### src/sv/assert_macros.svh
// Assertion macros shared by the gated tone noise generator files.
// Needs nothing else; each macro checks on the rising clock edge outside reset.
`ifndef ASSERT_MACROS_SVH
`define ASSERT_MACROS_SVH

// Same-cycle implication, reset disables the check.
`define GTN_ASSERT_IMP(lbl, clk, rst_n, ante, cons) \
    lbl: assert property (@(posedge clk) disable iff (!(rst_n)) (ante) |-> (cons)) \
        else $error("gtn assertion failed");

// Next-cycle implication, reset disables the check.
`define GTN_ASSERT_NXT(lbl, clk, rst_n, ante, cons) \
    lbl: assert property (@(posedge clk) disable iff (!(rst_n)) (ante) |=> (cons)) \
        else $error("gtn assertion failed");

`endif

### src/sv/gtn_pkg.sv
// Package of the gated tone noise generator: sizes, constants, types,
// divisor table and small helper functions. Depends on nothing.
package gtn_pkg;

    localparam int CHANNELS     = 3;
    localparam int COUNTER_BITS = 17;

    localparam int CNT_W     = COUNTER_BITS;
    localparam int PER_W     = 16;
    localparam int CH_W      = (CHANNELS > 1) ? $clog2(CHANNELS) : 1;
    localparam int DRAW_W    = 15;
    localparam int DIV_W     = 12;
    localparam int RCP_SHIFT = 27;
    localparam int RCP_W     = RCP_SHIFT + 1;
    localparam int TOTAL_W   = 17;
    localparam int ADDR_W    = 3;
    localparam int DATA_W    = 32;

    // Rounded-up reciprocal; with a 15-bit dividend and a divisor below 4096 the
    // product shifted right by RCP_SHIFT is the exact quotient.
    function automatic logic [RCP_W-1:0] gtn_recip_of(int unsigned d);
        return RCP_W'(((64'd1 << RCP_SHIFT) + 64'(d) - 64'd1) / 64'(d));
    endfunction

    localparam logic [31:0]        LCG_MUL      = 32'd1103515245;
    localparam logic [31:0]        LCG_INC      = 32'd12345;
    localparam logic [31:0]        LCG_SEED     = 32'd1;
    localparam logic [TOTAL_W-1:0] TOTAL_WRAP   = TOTAL_W'(65535);
    localparam logic [DIV_W-1:0]   TOTAL_DIV    = DIV_W'(100);
    localparam logic [RCP_W-1:0]   TOTAL_RCP    = gtn_recip_of(100);
    localparam logic [PER_W-1:0]   PRESCALE_RST = PER_W'(5);

    localparam logic [0:0] REG_PLAY_PRESCALE = 1'b0;

    localparam logic [1:0] FLD_TONE   = 2'd0;
    localparam logic [1:0] FLD_LENGTH = 2'd1;
    localparam logic [1:0] FLD_PLAY   = 2'd2;

    typedef enum logic [1:0] {
        SET_A = 2'd0,
        SET_B = 2'd1,
        SET_C = 2'd2,
        SET_D = 2'd3
    } t_set;

    typedef enum logic [2:0] {
        S_IDLE,
        S_DRAW,
        S_DIV,
        S_STORE,
        S_SET
    } t_state;

    typedef struct packed {
        logic            tick;
        logic            wrap;
        logic            draw;
        logic            div_step;
        logic            store;
        logic            set_latch;
        logic            is_total;
        logic [CH_W-1:0] ch;
        logic [1:0]      fld;
        logic            move;
    } t_cmd;

    typedef struct packed {
        logic in_ready;
        logic out_valid;
        logic pend;
    } t_stat;

    function automatic logic [RCP_W-1:0] gtn_recip(t_set set, logic [1:0] row,
                                                  logic [1:0] fld);
        logic [RCP_W-1:0] d;
        d = gtn_recip_of(1);
        case (set)
            SET_A: begin
                case (fld)
                    FLD_TONE:   d = (row == 2'd0) ? gtn_recip_of(200) : gtn_recip_of(400);
                    FLD_LENGTH: d = gtn_recip_of(5);
                    default:    d = gtn_recip_of(1);
                endcase
            end
            SET_B: begin
                case (fld)
                    FLD_TONE:   d = gtn_recip_of(200);
                    FLD_LENGTH: d = gtn_recip_of(20);
                    default:    d = gtn_recip_of(5);
                endcase
            end
            SET_C: begin
                case (row)
                    2'd0: begin
                        case (fld)
                            FLD_TONE:   d = gtn_recip_of(2500);
                            FLD_LENGTH: d = gtn_recip_of(12);
                            default:    d = gtn_recip_of(5);
                        endcase
                    end
                    2'd1: begin
                        case (fld)
                            FLD_TONE:   d = gtn_recip_of(10);
                            FLD_LENGTH: d = gtn_recip_of(8);
                            default:    d = gtn_recip_of(1);
                        endcase
                    end
                    default: begin
                        case (fld)
                            FLD_TONE:   d = gtn_recip_of(1000);
                            FLD_LENGTH: d = gtn_recip_of(1);
                            default:    d = gtn_recip_of(15);
                        endcase
                    end
                endcase
            end
            default: begin
                case (row)
                    2'd0: begin
                        case (fld)
                            FLD_TONE:   d = gtn_recip_of(200);
                            FLD_LENGTH: d = gtn_recip_of(4);
                            default:    d = gtn_recip_of(1);
                        endcase
                    end
                    2'd1: begin
                        case (fld)
                            FLD_TONE:   d = gtn_recip_of(800);
                            FLD_LENGTH: d = gtn_recip_of(8);
                            default:    d = gtn_recip_of(1);
                        endcase
                    end
                    default: begin
                        case (fld)
                            FLD_TONE:   d = gtn_recip_of(1000);
                            FLD_LENGTH: d = gtn_recip_of(10);
                            default:    d = gtn_recip_of(1);
                        endcase
                    end
                endcase
            end
        endcase
        return d;
    endfunction

    // Since 2 is -1 modulo 3, even bits count once and odd bits twice.
    function automatic logic gtn_div3(logic [TOTAL_W-1:0] v);
        logic [4:0] s;
        logic       z;
        s = '0;
        for (int b = 0; b < TOTAL_W; b++) begin
            s = s + ((b % 2 == 0) ? 5'(v[b]) : 5'({v[b], 1'b0}));
        end
        case (s) inside
            5'd0, 5'd3, 5'd6, 5'd9, 5'd12, 5'd15, 5'd18, 5'd21, 5'd24: z = 1'b1;
            default: z = 1'b0;
        endcase
        return z;
    endfunction

    function automatic t_set gtn_pick_set(logic [TOTAL_W-1:0] v);
        t_set s;
        if (v[1:0] == 2'b00) begin
            s = SET_A;
        end else if (v[0] == 1'b0) begin
            s = SET_B;
        end else if (gtn_div3(v)) begin
            s = SET_C;
        end else begin
            s = SET_D;
        end
        return s;
    endfunction

    function automatic logic [PER_W-1:0] gtn_tone_rst(int c);
        return (c == 0) ? PER_W'(1000) : PER_W'(500);
    endfunction

    function automatic logic [PER_W-1:0] gtn_length_rst(int c);
        return (c == 0) ? PER_W'(50000) : PER_W'(10000);
    endfunction

    function automatic logic [PER_W-1:0] gtn_play_rst(int c);
        return (c == 0) ? PER_W'(60000) : PER_W'(40000);
    endfunction

endpackage

### src/sv/gtn_in_if.sv
// Input request channel of the gated tone noise generator: one tick with
// its button flag. Depends on nothing.
interface gtn_in_if;
    logic valid;
    logic ready;
    logic button_pressed;

    modport source (output valid, output button_pressed, input ready);
    modport sink   (input valid, input button_pressed, output ready);
endinterface

### src/sv/gtn_out_if.sv
// Output request channel of the gated tone noise generator: one noise
// level per tick. Depends on nothing.
interface gtn_out_if;
    logic valid;
    logic ready;
    logic noise_level;

    modport source (output valid, output noise_level, input ready);
    modport sink   (input valid, input noise_level, output ready);
endinterface

### src/sv/gtn_ctrl.sv
// Controller of the gated tone noise generator: handshakes, result hand-off
// and the press sequence of draws and divisions. Depends on gtn_pkg.
module gtn_ctrl (
    input  logic          i_clk,
    input  logic          i_rst_n,
    input  logic          i_in_valid,
    input  logic          i_button,
    input  logic          i_out_ready,
    output gtn_pkg::t_cmd o_cmd,
    output gtn_pkg::t_stat o_stat
);
    import gtn_pkg::*;

    t_state            r_state, n_state;
    logic              r_pend, n_pend;
    logic              r_out_valid, n_out_valid;
    logic [CH_W-1:0]   r_ch, n_ch;
    logic [1:0]        r_fld, n_fld;
    logic              r_is_total, n_is_total;

    logic in_ready;
    logic accept;
    logic move;
    logic last_store;

    assign in_ready   = (r_state == S_IDLE) && !r_pend;
    assign accept     = i_in_valid && in_ready;
    assign move       = r_pend && (!r_out_valid || i_out_ready);
    assign last_store = (r_ch == '0) && (r_fld == FLD_PLAY);

    always_comb begin
        n_state = r_state;
        unique case (r_state)
            S_IDLE: begin
                if (accept && i_button) begin
                    n_state = S_DRAW;
                end
            end
            S_DRAW: n_state = S_DIV;
            S_DIV: n_state = S_STORE;
            S_STORE: begin
                if (r_is_total) begin
                    n_state = S_SET;
                end else if (last_store) begin
                    n_state = S_IDLE;
                end else begin
                    n_state = S_DRAW;
                end
            end
            S_SET: n_state = S_DRAW;
            default: n_state = S_IDLE;
        endcase
    end

    always_comb begin
        n_pend      = r_pend;
        n_out_valid = r_out_valid;
        n_ch        = r_ch;
        n_fld       = r_fld;
        n_is_total  = r_is_total;
        if (accept) begin
            n_pend = 1'b1;
        end else if (move) begin
            n_pend = 1'b0;
        end
        if (move) begin
            n_out_valid = 1'b1;
        end else if (i_out_ready) begin
            n_out_valid = 1'b0;
        end
        if (accept && i_button) begin
            n_is_total = 1'b1;
            n_ch       = CH_W'(CHANNELS - 1);
            n_fld      = FLD_TONE;
        end
        if (r_state == S_STORE && !r_is_total) begin
            if (r_fld == FLD_PLAY) begin
                n_fld = FLD_TONE;
                n_ch  = r_ch - 1'b1;
            end else begin
                n_fld = r_fld + 1'b1;
            end
        end
        if (r_state == S_SET) begin
            n_is_total = 1'b0;
        end
    end

    always_comb begin
        o_cmd.tick      = accept;
        o_cmd.wrap      = accept && i_button;
        o_cmd.draw      = (r_state == S_DRAW);
        o_cmd.div_step  = (r_state == S_DIV);
        o_cmd.store     = (r_state == S_STORE);
        o_cmd.set_latch = (r_state == S_SET);
        o_cmd.is_total  = r_is_total;
        o_cmd.ch        = r_ch;
        o_cmd.fld       = r_fld;
        o_cmd.move      = move;
        o_stat.in_ready  = in_ready;
        o_stat.out_valid = r_out_valid;
        o_stat.pend      = r_pend;
    end

    always_ff @(posedge i_clk) begin
        if (!i_rst_n) begin
            r_state     <= S_IDLE;
            r_pend      <= 1'b0;
            r_out_valid <= 1'b0;
            r_ch        <= '0;
            r_fld       <= FLD_TONE;
            r_is_total  <= 1'b0;
        end else begin
            r_state     <= n_state;
            r_pend      <= n_pend;
            r_out_valid <= n_out_valid;
            r_ch        <= n_ch;
            r_fld       <= n_fld;
            r_is_total  <= n_is_total;
        end
    end

endmodule

### src/sv/gtn_datapath.sv
// Datapath of the gated tone noise generator: channel gate lanes, LCG,
// shared reciprocal multiplier and press bookkeeping. Depends on gtn_pkg.
module gtn_datapath (
    input  logic                      i_clk,
    input  logic                      i_rst_n,
    input  gtn_pkg::t_cmd             i_cmd,
    input  logic [gtn_pkg::PER_W-1:0] i_prescale,
    output logic                      o_level
);
    import gtn_pkg::*;

    logic [CHANNELS-1:0] r_tone_lvl, n_tone_lvl;
    logic [CHANNELS-1:0] r_len_gate, n_len_gate;
    logic [CHANNELS-1:0] r_play_gate, n_play_gate;
    logic [PER_W-1:0]    r_tone_per [CHANNELS];
    logic [PER_W-1:0]    r_len_per  [CHANNELS];
    logic [PER_W-1:0]    r_play_per [CHANNELS];
    logic [CNT_W-1:0]    r_tone_cnt [CHANNELS];
    logic [CNT_W-1:0]    n_tone_cnt [CHANNELS];
    logic [CNT_W-1:0]    r_len_cnt  [CHANNELS];
    logic [CNT_W-1:0]    n_len_cnt  [CHANNELS];
    logic [CNT_W-1:0]    r_play_cnt [CHANNELS];
    logic [CNT_W-1:0]    n_play_cnt [CHANNELS];
    logic [CNT_W-1:0]    r_pre_cnt  [CHANNELS];
    logic [CNT_W-1:0]    n_pre_cnt  [CHANNELS];

    logic [TOTAL_W-1:0] r_total;
    logic [31:0]        r_lcg;
    t_set               r_set;
    logic [DRAW_W-1:0]  r_div_q;
    logic [RCP_W-1:0]   r_div_rcp;
    logic               r_pend_level;
    logic               r_out_level;

    logic [31:0]              lcg_next;
    logic [DRAW_W+RCP_W-1:0]  product;
    logic [1:0]               row;
    logic [RCP_W-1:0]         recip;
    logic                     level;

    always_comb begin
        for (int c = 0; c < CHANNELS; c++) begin
            n_tone_lvl[c]  = r_tone_lvl[c];
            n_len_gate[c]  = r_len_gate[c];
            n_play_gate[c] = r_play_gate[c];
            n_tone_cnt[c]  = r_tone_cnt[c];
            n_len_cnt[c]   = r_len_cnt[c];
            n_play_cnt[c]  = r_play_cnt[c];
            n_pre_cnt[c]   = r_pre_cnt[c];
            if (n_play_cnt[c] >= CNT_W'(r_play_per[c])) begin
                n_play_gate[c] = ~r_play_gate[c];
                n_play_cnt[c]  = '0;
            end
            if (r_pre_cnt[c] >= CNT_W'(i_prescale)) begin
                n_play_cnt[c] = n_play_cnt[c] + 1'b1;
                n_pre_cnt[c]  = '0;
            end
            n_pre_cnt[c] = n_pre_cnt[c] + 1'b1;
            if (!n_play_gate[c]) begin
                n_tone_lvl[c] = 1'b0;
            end else begin
                if (r_len_cnt[c] >= CNT_W'(r_len_per[c])) begin
                    n_len_gate[c] = ~r_len_gate[c];
                    n_len_cnt[c]  = '0;
                end
                n_len_cnt[c] = n_len_cnt[c] + 1'b1;
                if (!n_len_gate[c]) begin
                    n_tone_lvl[c] = 1'b0;
                end else begin
                    if (r_tone_cnt[c] >= CNT_W'(r_tone_per[c])) begin
                        n_tone_lvl[c] = ~r_tone_lvl[c];
                        n_tone_cnt[c] = '0;
                    end
                    n_tone_cnt[c] = n_tone_cnt[c] + 1'b1;
                end
            end
        end
        level = ^n_tone_lvl;
    end

    assign lcg_next = r_lcg * LCG_MUL + LCG_INC;
    assign row      = (int'(i_cmd.ch) > 2) ? 2'd2 : 2'(i_cmd.ch);
    assign recip    = i_cmd.is_total ? TOTAL_RCP : gtn_recip(r_set, row, i_cmd.fld);
    assign product  = (DRAW_W + RCP_W)'(r_div_q) * (DRAW_W + RCP_W)'(r_div_rcp);

    always_ff @(posedge i_clk) begin
        if (!i_rst_n) begin
            for (int c = 0; c < CHANNELS; c++) begin
                r_tone_per[c] <= gtn_tone_rst(c);
                r_len_per[c]  <= gtn_length_rst(c);
                r_play_per[c] <= gtn_play_rst(c);
                r_tone_cnt[c] <= '0;
                r_len_cnt[c]  <= '0;
                r_play_cnt[c] <= '0;
                r_pre_cnt[c]  <= '0;
            end
            r_tone_lvl  <= '1;
            r_len_gate  <= '0;
            r_play_gate <= '0;
            r_total     <= '0;
            r_lcg       <= LCG_SEED;
            r_set       <= SET_A;
        end else begin
            if (i_cmd.tick) begin
                r_tone_lvl  <= n_tone_lvl;
                r_len_gate  <= n_len_gate;
                r_play_gate <= n_play_gate;
                for (int c = 0; c < CHANNELS; c++) begin
                    r_tone_cnt[c] <= n_tone_cnt[c];
                    r_len_cnt[c]  <= n_len_cnt[c];
                    r_play_cnt[c] <= n_play_cnt[c];
                    r_pre_cnt[c]  <= n_pre_cnt[c];
                end
            end
            if (i_cmd.wrap && (r_total > TOTAL_WRAP)) begin
                r_total <= '0;
            end
            if (i_cmd.draw) begin
                r_lcg <= lcg_next;
            end
            if (i_cmd.store && i_cmd.is_total) begin
                r_total <= r_total + TOTAL_W'(r_div_q);
            end
            if (i_cmd.store && !i_cmd.is_total) begin
                for (int c = 0; c < CHANNELS; c++) begin
                    if (i_cmd.ch == CH_W'(c)) begin
                        case (i_cmd.fld)
                            FLD_TONE:   r_tone_per[c] <= PER_W'(r_div_q);
                            FLD_LENGTH: r_len_per[c]  <= PER_W'(r_div_q);
                            default:    r_play_per[c] <= PER_W'(r_div_q);
                        endcase
                    end
                end
            end
            if (i_cmd.set_latch) begin
                r_set <= gtn_pick_set(r_total);
            end
        end
    end

    always_ff @(posedge i_clk) begin
        if (i_cmd.draw) begin
            r_div_q   <= lcg_next[30:16];
            r_div_rcp <= recip;
        end else if (i_cmd.div_step) begin
            r_div_q <= product[RCP_SHIFT +: DRAW_W];
        end
        if (i_cmd.tick) begin
            r_pend_level <= level;
        end
        if (i_cmd.move) begin
            r_out_level <= r_pend_level;
        end
    end

    assign o_level = r_out_level;

endmodule

### src/sv/gated_tone_noise_generator_unit.sv
// Gated tone noise generator, top level. Each request on i_in is one audio
// tick with a button flag; each tick gives exactly one request on o_out that
// carries the XOR of the three gated channel tones after that tick.
// An accepted tick's level is registered as pending and then moved into the
// output register once o_out is free; a new tick waits while one is pending.
// A tick with the button flag starts a reload that keeps i_in stalled until
// it ends: ten LCG draws, each through S_DRAW (32-bit LCG multiplier), S_DIV
// (shared reciprocal multiplier that divides by the table constant) and
// S_STORE, plus S_SET after the first draw to pick the set.
// The result of the pressed tick is delivered while the reload runs.
// One held result and one more pending level are buffered; when the
// receiver stalls, i_in stops after that and nothing is lost.
// The APB port holds play_prescale at byte address 0; pready is always high.
// A synchronous active-low reset restores all periods, gates, counters,
// the LCG seed and a prescale of 5.
`include "assert_macros.svh"

module gated_tone_noise_generator_unit (
    input  logic                        i_clk,
    input  logic                        i_rst_n,
    gtn_in_if.sink                      i_in,
    gtn_out_if.source                   o_out,
    input  logic                        psel,
    input  logic                        penable,
    input  logic                        pwrite,
    input  logic [gtn_pkg::ADDR_W-1:0]  paddr,
    input  logic [gtn_pkg::DATA_W-1:0]  pwdata,
    output logic [gtn_pkg::DATA_W-1:0]  prdata,
    output logic                        pready
);
    import gtn_pkg::*;

    t_cmd             cmd;
    t_stat            stat;
    logic [PER_W-1:0] r_prescale;
    logic             level;
    logic             cfg_write;

    assign pready    = 1'b1;
    assign cfg_write = psel && penable && pwrite && (paddr[2] == REG_PLAY_PRESCALE);

    always_ff @(posedge i_clk) begin
        if (!i_rst_n) begin
            r_prescale <= PRESCALE_RST;
        end else if (cfg_write) begin
            r_prescale <= pwdata[PER_W-1:0];
        end
    end

    always_comb begin
        if (paddr[2] == REG_PLAY_PRESCALE) begin
            prdata = DATA_W'(r_prescale);
        end else begin
            prdata = '0;
        end
    end

    gtn_ctrl u_ctrl (
        .i_clk       (i_clk),
        .i_rst_n     (i_rst_n),
        .i_in_valid  (i_in.valid),
        .i_button    (i_in.button_pressed),
        .i_out_ready (o_out.ready),
        .o_cmd       (cmd),
        .o_stat      (stat)
    );

    gtn_datapath u_datapath (
        .i_clk      (i_clk),
        .i_rst_n    (i_rst_n),
        .i_cmd      (cmd),
        .i_prescale (r_prescale),
        .o_level    (level)
    );

    assign i_in.ready        = stat.in_ready;
    assign o_out.valid       = stat.out_valid;
    assign o_out.noise_level = level;

    `GTN_ASSERT_NXT(a_press_stalls, i_clk, i_rst_n,
        i_in.valid && i_in.ready && i_in.button_pressed, !i_in.ready)
    `GTN_ASSERT_IMP(a_out_from_pend, i_clk, i_rst_n, $rose(o_out.valid), $past(stat.pend))
    `GTN_ASSERT_NXT(a_draw_then_div, i_clk, i_rst_n, cmd.draw, cmd.div_step)

endmodule

### src/flat_wrapper.sv
// flat-port wrapper written by rule: the top's interface ports become plain ports
module gated_tone_noise_generator_unit_flat import gtn_pkg::*;
  (i_clk, i_rst_n, psel, penable, pwrite, paddr, pwdata, prdata, pready, i_in_valid, i_in_button_pressed, i_in_ready, o_out_valid, o_out_noise_level, o_out_ready);
  gtn_in_if i_in_i ();
  gtn_out_if o_out_i ();
  input  logic i_clk;
  input  logic i_rst_n;
  input  logic psel;
  input  logic penable;
  input  logic pwrite;
  input  logic [gtn_pkg::ADDR_W-1:0] paddr;
  input  logic [gtn_pkg::DATA_W-1:0] pwdata;
  output logic [gtn_pkg::DATA_W-1:0] prdata;
  output logic pready;
  input wire logic [$bits(i_in_i.valid)-1:0] i_in_valid;
  input wire logic [$bits(i_in_i.button_pressed)-1:0] i_in_button_pressed;
  output wire logic [$bits(i_in_i.ready)-1:0] i_in_ready;
  output wire logic [$bits(o_out_i.valid)-1:0] o_out_valid;
  output wire logic [$bits(o_out_i.noise_level)-1:0] o_out_noise_level;
  input wire logic [$bits(o_out_i.ready)-1:0] o_out_ready;
  assign i_in_i.valid = i_in_valid;
  assign i_in_i.button_pressed = i_in_button_pressed;
  assign i_in_ready = i_in_i.ready;
  assign o_out_valid = o_out_i.valid;
  assign o_out_noise_level = o_out_i.noise_level;
  assign o_out_i.ready = o_out_ready;
  gated_tone_noise_generator_unit u_core (.i_clk(i_clk), .i_rst_n(i_rst_n), .i_in(i_in_i), .o_out(o_out_i), .psel(psel), .penable(penable), .pwrite(pwrite), .paddr(paddr), .pwdata(pwdata), .prdata(prdata), .pready(pready));
endmodule
### config.mk
export PLATFORM = sky130hd
export DESIGN_NAME = gated_tone_noise_generator_unit_flat
export DESIGN_NICKNAME = d
export VERILOG_FILES = /design/src/sv/gtn_pkg.sv /design/src/sv/gtn_in_if.sv /design/src/sv/gtn_out_if.sv /design/src/sv/gtn_ctrl.sv /design/src/sv/gtn_datapath.sv /design/src/sv/gated_tone_noise_generator_unit.sv /design/src/flat_wrapper.sv
export VERILOG_INCLUDE_DIRS = /design/src /design/src/sv
export SDC_FILE = /design/constraint.sdc
export NUM_CORES = 2
export LEC_CHECK = 0
export ABC_AREA = 1
export BUFFER_PORTS_ARGS = -buffer_cell sky130_fd_sc_hd__buf_4
export CORE_MARGIN = 2
export CORE_UTILIZATION = 30
export DETAILED_ROUTE_END_ITERATION = 8
export SYNTH_ARGS = -nofsm -noshare
export SYNTH_HDL_FRONTEND = slang
export SYNTH_SLANG_ARGS = --single-unit
### constraint.sdc
create_clock -name i_clk -period 14.6 [get_ports i_clk]
set_input_delay 1.46 -clock i_clk [delete_from_list [all_inputs] [get_ports i_clk]]
set_output_delay 1.46 -clock i_clk [all_outputs]
set_load 0.03 [all_outputs]
* Yosys cells after proc, flatten, opt, wreduce, memory -nomap -nowiden
Memories as Yosys holds them, arrays and structs flattened. Cells that the tools add are included.
Storage, ports and cells: bits in registers 131, bits in writable memories 345, output and inout port bits 36, input bits 43, logic and storage cells 315, memories 7
Operators by class: equality and inequality tests 20, muxes and demuxes 155, $lt $le $gt $ge 14, $add $sub $neg 32, $mul 2, bitwise gates (word level) 32, reductions and logical operators 34
Memories:
- u_core.u_datapath.r_len_cnt | depth 3, bits a word 17, read ports 3, clocked after Yosys merged registers in 0, wr ports 3, RTL line gtn_datapath.sv:20 | logic [CNT_W-1:0] r_len_cnt [CHANNELS];
- u_core.u_datapath.r_play_cnt | depth 3, bits a word 17, read ports 3, clocked after Yosys merged registers in 0, wr ports 3, RTL line gtn_datapath.sv:22 | logic [CNT_W-1:0] r_play_cnt [CHANNELS];
- u_core.u_datapath.r_pre_cnt | depth 3, bits a word 17, read ports 3, clocked after Yosys merged registers in 0, wr ports 3, RTL line gtn_datapath.sv:24 | logic [CNT_W-1:0] r_pre_cnt [CHANNELS];
- u_core.u_datapath.r_tone_cnt | depth 3, bits a word 17, read ports 3, clocked after Yosys merged registers in 0, wr ports 3, RTL line gtn_datapath.sv:18 | logic [CNT_W-1:0] r_tone_cnt [CHANNELS];
- u_core.u_datapath.r_len_per | depth 3, bits a word 16, read ports 3, clocked after Yosys merged registers in 0, wr ports 3, RTL line gtn_datapath.sv:16 | logic [PER_W-1:0] r_len_per [CHANNELS];
- u_core.u_datapath.r_play_per | depth 3, bits a word 16, read ports 3, clocked after Yosys merged registers in 0, wr ports 3, RTL line gtn_datapath.sv:17 | logic [PER_W-1:0] r_play_per [CHANNELS];
- +1 memories
Operator list (number):
- two-way mux 17 bit | 47
- case mux 28 bit (2 select lines) | 8
- adder 17 x 1 -> 17 bit, second input constant | 12
- >= comparator 17 x 16 -> 1 bit | 12
- two-way mux 16 bit | 7
- case mux 25 bit (2 select lines) | 2
- case mux 28 bit (3 select lines) | 1
- two-way mux 15 bit | 5
- two-way mux 1 bit | 72
- multiplier 15 x 28 -> 42 bit | 1
- adder 5 x 1 -> 5 bit | 7
- adder 32 x 14 -> 32 bit, second input constant | 1
- multiplier 32 x 31 -> 32 bit, second input constant | 1
- adder 5 x 2 -> 5 bit | 6
- OR 1 bit | 21
- two-way mux 20 bit | 1
- two-way mux 2 bit | 9
- adder 17 x 15 -> 17 bit | 1
- > comparator 17 x 16 -> 1 bit, second input constant | 1
- equality test 5 x 4 -> 1 bit, second input constant | 3
- equality test 5 bit, second input constant | 3
- case mux 3 bit (5 select lines) | 1
- logical AND 1 bit | 11
- NOT 1 bit | 11
- other kinds (25) | 45

* Depth between registers and ports, before layout
depth in word-level cells 26, depth in mapped cells 32, mapped depth without buffers 30

* By module
A second synthesis with hierarchy kept.
Second synthesis, totals: cell total of the unflattened synthesis 6128, area, all modules 50196.9 um^2
Modules (own cells, without submodules):
- gtn_datapath | seq. area each 12802.3 um^2, area each 48592.9 um^2, times used 1, cells each 5894
- gated_tone_noise_generator_unit | seq. area each 320.3 um^2, area each 1046.0 um^2, times used 1, cells each 158
- gtn_ctrl | seq. area each 200.2 um^2, area each 558.0 um^2, times used 1, cells each 76

* Worst setup path before layout
OpenSTA, ideal clock, no wires.
path kind register to register, start point reg u_core.u_datapath.r_lcg[12], end point reg u_core.u_datapath.r_div_q[14], data pin, required time 14291 ps, period minus slack after synthesis 6118 ps, slack 8482 ps, cell stages (with the launch flop) 24, data arrival time 5810 ps, cell sequence dfxtp_1 ha_1 inv_1 fa_1 fa_1 fa_1 inv_1 fa_1 inv_1 fa_1 inv_1 fa_1 inv_1 fa_1 inv_1 ha_1 nand2_1 nor4_1 nand3_1 nand3_1 a211oi_1 nand3b_1 nand3_1 o21ai_0
Between the ends: cells in the longest elaborated chain, start to end 3
RTL lines:
- from (decl) | RTL line gtn_datapath.sv:28 | logic [31:0] r_lcg;
- from (signal assigned) | RTL line gtn_datapath.sv:119 | r_lcg <= lcg_next;
- multiplier 32 x 31 -> 32 bit | RTL line gtn_datapath.sv:81 | assign lcg_next = r_lcg * LCG_MUL + LCG_INC;
- adder 32 x 14 -> 32 bit | RTL line gtn_datapath.sv:81
- two-way mux 15 bit | RTL line gtn_datapath.sv:142 | if (i_cmd.draw) begin
- to (signal assigned) | RTL line gtn_datapath.sv:143 | r_div_q <= lcg_next[30:16];
- to (signal assigned) | RTL line gtn_datapath.sv:146 | r_div_q <= product[RCP_SHIFT +: DRAW_W];
- to (decl) | RTL line gtn_datapath.sv:30 | logic [DRAW_W-1:0] r_div_q;
Every way passes these cells. A chain may end at the register's enable or synchronous reset.

* Worst setup path in the final report
start point reg u_core.u_datapath.r_lcg[0], end point reg u_core.u_datapath.r_div_q[14], data pin
Same word-level chain as after synthesis.

==> results.cfg <==
[run]
maxCapViolations = 0

[synthesis]
synthTopCellsByArea = edfxtp_1 (23%), fa_1 (21%), ha_1 (13%), inv_1 (12%), nand2_1 (8.1%)
netlist_area_um2 = 50100
avgSynthCellArea_um2 = 8.24
synth-seq-area-share_pct = 26.6
synth_common_cells = inv_1 (1604), nand2_1 (1082), ha_1 (519)
yosys.area.top_type_share_pct = 23.2
ys_warn_count = 0
async_flop_share_pct = 0
ys_ff_latch = 472
synth_top_cell_by_area = edfxtp_1
synth-edff-count = 387
synth_flop_cell = edfxtp_1
synth.most_common_cell = inv_1
ys_types = 64
syn_inst = 6083

[worst_hold_path]
holdPathStages = 0
hold_path.class = reg -> reg

[clocking]
holdBufCountCts = 0
clock_latency_ns = 0.68
cts_made_buffers = 54
cts_resized = 0
path_clk_slew_ns = 0.06
cts_max_level = 2
clkSinkCount = 472
root_buffer = clkbuf_16
post_cts_buffers = 0
clock_path_buffers = 3
cts_tree = built

[detailed_routing]
antenna_left = 0
routed_wirelength_um = 125000
via_count = 38600
first_pass_iters = 6
wire_per_inst_um = 15.0
vias_per_cell = 4.64
drcViolationCount = 0
drt_iter0_drc = 2761

[worst_setup_path]
worstSetupPathType = reg -> reg
startpoint_type = register
cp.required_ns = 15.02
crit_fanout = 11
rr_worst_depth = 25
cp.arrival_ns = 7.39
worstSetupEndpointType = register

[timing]
slew_headroom_pct = 21.0
setup_viol = 0
finalCriticalPeriod_ns = 6.98
fin_crit_sh_pct = 47.8
fin_skew_ns = 0.0387
tns_ns = 0
worstMarginPinSlew_ns = 1.18
rsz0062_at_grt = false
slew_viol_final = 0
fmax_mhz = 143
hold_viol_final = 0

[global_routing]
antenna_found_initial = 0
grt_pass1_vias = 39300
globalRouteTotalUtil_pct = 14.8
grt_max_degree = 74
grt_first_pass_wirelength_um = 204000
overflow = 0

[placement]
place.gp.congestion = 0.912
dp_hpwl_um = 95300
port_buffers = 43

[outcome]
status = finished, final reports clean

[floorplan]
core_area_um2 = 167000
die_x_um = 413
start_util_pct = 30.1
die_height_um = 413
die_area_um2 = 170000
num_rows = 150
io_pins = 79

[finish]
drive_above_1_share_pct = 4.69
nets = 7157
diodes = 0
final_core_util_pct = 32.9
syn_to_final_growth_pct = 9.34
==> routing by layer <==
metal	vias up	global-route usage (%)	routed length (um)
li1	18800	-	-
met1	18700	19.5	55400
met2	903	25.2	59400
met3	183	1.89	6430
met4	0	4.50	3540
met5	-	0	0
==> state kept, by name, summed over array words and instances, names as in the netlist, 17 cells and up <==
register / flops
u_core.u_datapath.r_len_cnt: 51
u_core.u_datapath.r_len_per: 46
u_core.u_datapath.r_pre_cnt: 51
u_core.u_datapath.r_play_cnt: 51
u_core.u_datapath.r_total: 17
u_core.u_datapath.r_play_per: 48
u_core.u_datapath.r_tone_per: 45
u_core.u_datapath.r_div_rcp: 27
u_core.u_datapath.r_lcg: 31
u_core.u_datapath.r_tone_cnt: 51
==> placed cells by master (no fill, tap or decap), drive strengths merged, types with 112 or more instances in the layout <==
master  instances
o21ai         228
fa            517
nor2          532
ha            519
nand4         112
nand2        1093
inv          1616
edfxtp        387
nand3         131
a21oi         385
==> final timing paths <==
check,slack (ns),startpoint,to
hold reg to reg,0.44,u_core.u_datapath.r_pend_level,u_core.u_datapath.o_level
hold / removal,0.44,u_core.u_datapath.r_pend_level,u_core.u_datapath.o_level
setup / recovery,7.62,u_core.u_datapath.r_lcg[0],u_core.u_datapath.r_div_q[14]
setup reg to reg,7.62,u_core.u_datapath.r_lcg[0],u_core.u_datapath.r_div_q[14]
==> per-stage QoR <==
| step | setup slack (ns) | cell area [um^2] | std cells | hold slack [ns] |
|---|---|---|---|---|
| 6_report | 7.62 | 54800 | 8328 | 0.435 |
| 4_1_cts | 7.65 | 54800 | 8328 | 0.432 |
| 2_1_floorplan | 8.48 | 50200 | 6103 | 0.400 |
| 3_3_place_gp | 7.72 | 52900 | 8226 | 0.412 |
| 3_5_place_dp | 7.65 | 52900 | 8226 | 0.417 |
| 5_1_grt | 7.27 | 54800 | 8328 | 0.448 |
==> cell type report <==
class | count | area (um^2)
fill | 17400 | 112000
multi-input combinational | 3858 | 30100
sequential | 472 | 13300
inverter | 1617 | 6070
tap | 2204 | 2760
clock buffer | 58 | 1390
clock inverter | 44 | 596
timing repair buffer | 75 | 563
==> kinds of logic (layout without fill, tap and decap cells) <==
logic type | count (synthesis) | count (layout) | synth area share (%)
xor gates and xnor gates | 66 | 66 | 1.15
DFF | 472 | 472 | 26.6
AOI/OAI and AO/OA | 730 | 730 | 7.92
adders and majority gates | 1036 | 1036 | 33.6
buffers and inverters | 1773 | 1794 | 13.5
and+or+nand+nor | 2004 | 2004 | 17.2
other | 2 | 22 | 0.0150
==> critical path, cell delays in order, from the launching register on <==
cell and delay, ns:
dfxtp_1 0.81, inv_1 0.14, ha_1 0.37, inv_1 0.39, ha_1 0.24, inv_1 0.05, fa_1 0.47, inv_1 0.05
fa_1 0.42, ha_1 0.28, inv_1 0.04, fa_1 0.46, fa_1 0.54, inv_1 0.07, fa_1 0.47, ha_1 0.40
a21oi_1 0.17, inv_1 0.08, o21ai_0 0.18, o211ai_1 0.15, nand2_1 0.09, nand3_1 0.19, a211oi_1 0.33, nand2_1 0.10
nand3_1 0.12, o21ai_0 0.09
Power is left out: the tool's default activity adds up to more than one toggle a clock period on the data nets, which glitch-free logic cannot reach.
